[src/hdl/sme_pkg.sv]
// Package for the stack machine executor: opcodes, status codes, datapath command type.
// Used by sme_datapath, sme_control, stack_machine_executor and sme_checker.
`default_nettype none
package sme_pkg;
   localparam logic [7:0] OP_HALT  = 8'd0;
   localparam logic [7:0] OP_PUSHC = 8'd1;
   localparam logic [7:0] OP_ADD   = 8'd2;
   localparam logic [7:0] OP_SUB   = 8'd3;
   localparam logic [7:0] OP_MUL   = 8'd4;
   localparam logic [7:0] OP_DIV   = 8'd5;
   localparam logic [7:0] OP_MOD   = 8'd6;
   localparam logic [7:0] OP_RDI   = 8'd7;
   localparam logic [7:0] OP_WRI   = 8'd8;
   localparam logic [7:0] OP_RDC   = 8'd9;
   localparam logic [7:0] OP_WRC   = 8'd10;
   localparam logic [7:0] OP_PUSHG = 8'd11;
   localparam logic [7:0] OP_POPG  = 8'd12;
   localparam logic [7:0] OP_ASF   = 8'd13;
   localparam logic [7:0] OP_RSF   = 8'd14;
   localparam logic [7:0] OP_PUSHL = 8'd15;
   localparam logic [7:0] OP_POPL  = 8'd16;

   localparam logic [2:0] ST_OK     = 3'd0;
   localparam logic [2:0] ST_HALT   = 3'd1;
   localparam logic [2:0] ST_DIV0   = 3'd2;
   localparam logic [2:0] ST_STACK  = 3'd3;
   localparam logic [2:0] ST_GLOBAL = 3'd4;

   localparam logic [1:0] KIND_NONE = 2'd0;
   localparam logic [1:0] KIND_INT  = 2'd1;
   localparam logic [1:0] KIND_CHAR = 2'd2;

   // Commands from the controller to the datapath.
   typedef struct packed {
      logic decode;   // check the item and issue the memory reads
      logic execute;  // read data valid: compute, write, update pointers
      logic div_step; // advance the divider one bit
   } cmd_type;

   // Status from the datapath to the controller.
   typedef struct packed {
      logic div_done;
      logic stopped;
   } stat_type;
endpackage
`default_nettype wire

[src/hdl/sme_control.sv]
// Controller: sequences decode, execute and result hand-off for one item at a time.
// Depends on sme_pkg.
`default_nettype none
module sme_control (
   input  wire logic              clock,
   input  wire logic              reset,
   input  wire logic              req_valid,
   output logic                   req_stall,
   output logic                   rsp_valid,
   input  wire logic              rsp_stall,
   output sme_pkg::cmd_type       cmd,
   input  wire sme_pkg::stat_type stat
);
   import sme_pkg::*;
   localparam logic [1:0] S_IDLE = 2'd0;
   localparam logic [1:0] S_EXEC = 2'd1;
   localparam logic [1:0] S_OUT  = 2'd2;

   logic [1:0] state_ff, state_in;

   always_comb begin
      state_in = state_ff;
      cmd = '0;
      req_stall = (state_ff != S_IDLE);
      rsp_valid = (state_ff == S_OUT);
      unique case (state_ff)
         S_IDLE: if (req_valid) begin
            cmd.decode = 1'b1;
            state_in = S_EXEC;
         end
         S_EXEC: begin
            cmd.execute = 1'b1;
            cmd.div_step = 1'b1;
            if (stat.div_done) state_in = S_OUT;
         end
         S_OUT: if (!rsp_stall) state_in = S_IDLE;
         default: state_in = S_IDLE;
      endcase
   end

   always_ff @(posedge clock) begin
      if (reset) begin
         state_ff <= S_IDLE;
      end else begin
         state_ff <= state_in;
      end
   end
endmodule
`default_nettype wire

[config.mk]
export PLATFORM = sky130hd
export DESIGN_NAME = sme_control
export DESIGN_NICKNAME = d
export VERILOG_FILES = /design/src/hdl/sme_pkg.sv /design/src/hdl/sme_control.sv
export SDC_FILE = /design/constraint.sdc
export NUM_CORES = 1
export LEC_CHECK = 0
export ABC_CLOCK_PERIOD_IN_PS = 800
export BUFFER_PORTS_ARGS = -buffer_cell sky130_fd_sc_hd__buf_2
export CORE_AREA = 2 2 39 41
export DETAILED_ROUTE_END_ITERATION = 10
export DIE_AREA = 0 0 41 43
export PLACE_DENSITY = 0.37
export SETUP_SLACK_MARGIN = 0.3
export SLEW_MARGIN = 20
export SYNTH_ARGS = -nofsm -noshare
export SYNTH_HDL_FRONTEND = slang
export SYNTH_SLANG_ARGS = --single-unit
[constraint.sdc]
create_clock -name clock -period 0.8 [get_ports clock]
set_clock_uncertainty 0.05 [all_clocks]
set_input_delay 0.12 -clock clock [delete_from_list [all_inputs] [get_ports clock]]
set_output_delay 0.12 -clock clock [all_outputs]
set_load 0.05 [all_outputs]
==> impl_results.md <==
- EDFF count, synth: 0
- Max FFs per register: 2
- Post-synth top area share: 31.07%
- Final Setup Violations: 7
- Post-CTS setup buffer count: 0
- Max VDD drop: 0.0003273 V
- Leakage: 0.1317 nW
- Worst r2r src: state_ff[0]
- Hold Path Origin: reset
- Vias: 158
- Outcome: finished with violations
- Worst flop-to-flop path endpoint: state_ff[1]
- Crit-path max FO: 2
- DR WL/cell: 8.578 um
- I/O Pins: 11
- Final worst slack: -0.3925 ns
- Largest net degree at the start of global routing: 5
- Seq/Total Area, Yosys: 31.07%
- GRT Overall Usage: 6.012%
- Top Registers: state_ff (2)
- Share of cells above drive strength 1: 79.31%
- Antenna Nets Post-Route: 0
- Area delta synth->final: 124.3%
- Gr busiest metal: met4
- Initial antenna violation count: 0
- Crit path launch type: register
- Met3 Track Usage GR: 3.141%
- R2R cell count: 4
- Relative slew slack: 83.65%
- Die area: 1763 um2
- Final net count: 37
- Net count after synthesis: 21
- Hold WC Path Type: in2reg
- Number of global-route vias before repair: 186
- Clk buf depth: 2
- Slew Limit Fails: 0
- First-pass GRT wire length: 641 um
- Final wirelength: 386 um
- CP Capture Type: output port
- Synth Cell Area: 128.9 um2
- RSZ-0062 raised after global routing: true
- Biggest area consumer among synthesized cells: dfxtp_1
- Post-layout util: 20.89%
- Post-route DRC: 0
- Power per cell area: 1884 nW/um2
- Hold path depth: 2
- Post-Syn Instances: 15
- Site Rows: 14
- Placed inst area: 224.0 um2
- 1st-iter DRT viols: 0
- Fmax achieved: 838.6 MHz
- Switching share of power: 33.72%
- Biggest register: state_ff
- Synth cell types: 10
- Pint: 0.3610 mW
- Sequential share of power: 20.5%
- Flop-to-flop setup slack: -0.19 ns
- Synth async-reset ratio: 0%
- Top post-synthesis cells by count: buf_4 (2), dfxtp_1 (2), nand2b_1 (2), nand3b_1 (2), nor2b_1 (2)
- CTS buffer count: 3
- Gpl congestion: 0.6540
- Via-per-instance ratio: 3.511
- Worst EP required: 0.63 ns
- DR pass1 iterations: 1
- Synth area leaders: dfxtp_1 (31%), buf_4 (12%), nand3b_1 (12%)
- Global route overflow: 0
- Root Driver: clkbuf_4
- CTS H-tree depth: 1
- Post-synthesis average cell area: 8.592 um2
- Minimum clock period: 1.193 ns
- Clock-pin slew on the worst setup and hold paths: 0.03 ns
- Critical path class: reg2out
- Maxcap violations: 0
- Overall Power: 0.5447 mW
- Failing checks: setup timing
- Design area: 289.0 um2
- Final period utilization: 149.1%
- Data arrival, critical path: 1.02 ns
- Filler Cells Inserted: 153
- Clk pwr share: 41.9%
- Starting Density: 9.313%
- Worst Hold End: state_ff[0]
- Worst Tran Pin Value: 0.2469 ns
- Final hold vios: 0
- Die Wd: 41 um
- TritonCTS clock tree: yes
- Flops & latches, synth: 2
- Diodes inserted: 0
- GR Util met1: 5.431%
- GR Util met2: 7.813%
- Combinational power share: 37.5%
- Synth Flop Type: dfxtp_1
- Switching power total: 0.1837 mW
- Sinks on Clock Net: 2
- Clock Latency Late Sink: 0.23 ns
- Dpl hpwl: 306.4 um
- Die Height: 43 um
- Total number of yosys warnings: 0
- Buffers added on ports: 9
- Placeable Area: 1384 um2
-- area by class of cell --
type,count,area [um2],share of cell area [%]
clock buffers,3,22.52,7.792
inverters,1,3.754,1.299
multi-input cells,10,92.59,32.03
flip-flops and latches,2,42.54,14.72
well taps,16,20.02,6.926
repair buffers,13,107.6,37.23
-- power groups by stage --
stage	Clock [mW]	Sequential (mW)	Combinational, mW
2_1_floorplan	0	0.117	0.132
3_3_place_gp	0	0.113	0.167
3_5_place_dp	0	0.113	0.172
4_1_cts	0.240	0.112	0.202
5_1_grt	0.237	0.113	0.217
6_report	0.228	0.112	0.204
-- metrics by stage --
| step | setup TNS, ns | setup slack [ns] | hold WS, ns | std cells |
|---|---|---|---|---|
| after floorplan | -0.6961 | -0.3322 | 0.1273 | 15 |
| after global placement | -1.148 | -0.2591 | 0.2423 | 42 |
| after CTS | -2.183 | -0.4047 | 0.01223 | 45 |
| after detailed placement | -1.256 | -0.2722 | 0.2523 | 42 |
| final | -2.143 | -0.3925 | 0.01748 | 45 |
| after global routing | -2.398 | -0.4181 | 0.02347 | 45 |
-- worst max path at each step --
stage / from / end
after CTS: state_ff[0] / cmd[2]
after global routing: state_ff[0] / cmd[2]
after floorplan: state_ff[0] / cmd[2]
final: state_ff[0] / cmd[2]
after global placement: state_ff[0] / cmd[2]
after detailed placement: state_ff[0] / cmd[2]
-- metal layers --
metal,up-vias,routed length (um)
li1,75,-
met1,67,133
met2,12,178
met3,4,53
met4,0,21
met5,-,0
-- cells by family (layout without fill, tap and decap cells) --
| logic type | after synthesis | after routing | synth area share, % |
|---|---|---|---|
| buffers and inverters | 3 | 17 | 14.56 |
| AO/OA/AOI/OAI | 2 | 2 | 13.59 |
| flip-flops | 2 | 2 | 31.07 |
| AND/OR/NAND/NOR | 8 | 8 | 40.78 |
-- critical path, cell delays in order, from the launching register on --
cell	delay (ns)
dfxtp_2	0.31
or2_4	0.25
nor2_4	0.09
buf_8	0.15
-- layout by cell type, fill, tap and decap left out --
cell type	n
dfxtp_2	2
a21oi_1	1
inv_1	1
nor2b_4	2
buf_6	4
nor2_4	1
clkbuf_4	3
nand2b_1	2
buf_4	3
buf_2	5
buf_8	1
or2_4	1
nand3b_1	2
a211oi_2	1
-- timing repair --
action,in CTS,in global routing
pin swaps,2,0
hold buffers,0,0
gates resized for setup,11,1
endpoints found under the setup margin,7,7
cloned,0,0
No activity file was read; power rests on OpenSTA's default activity.
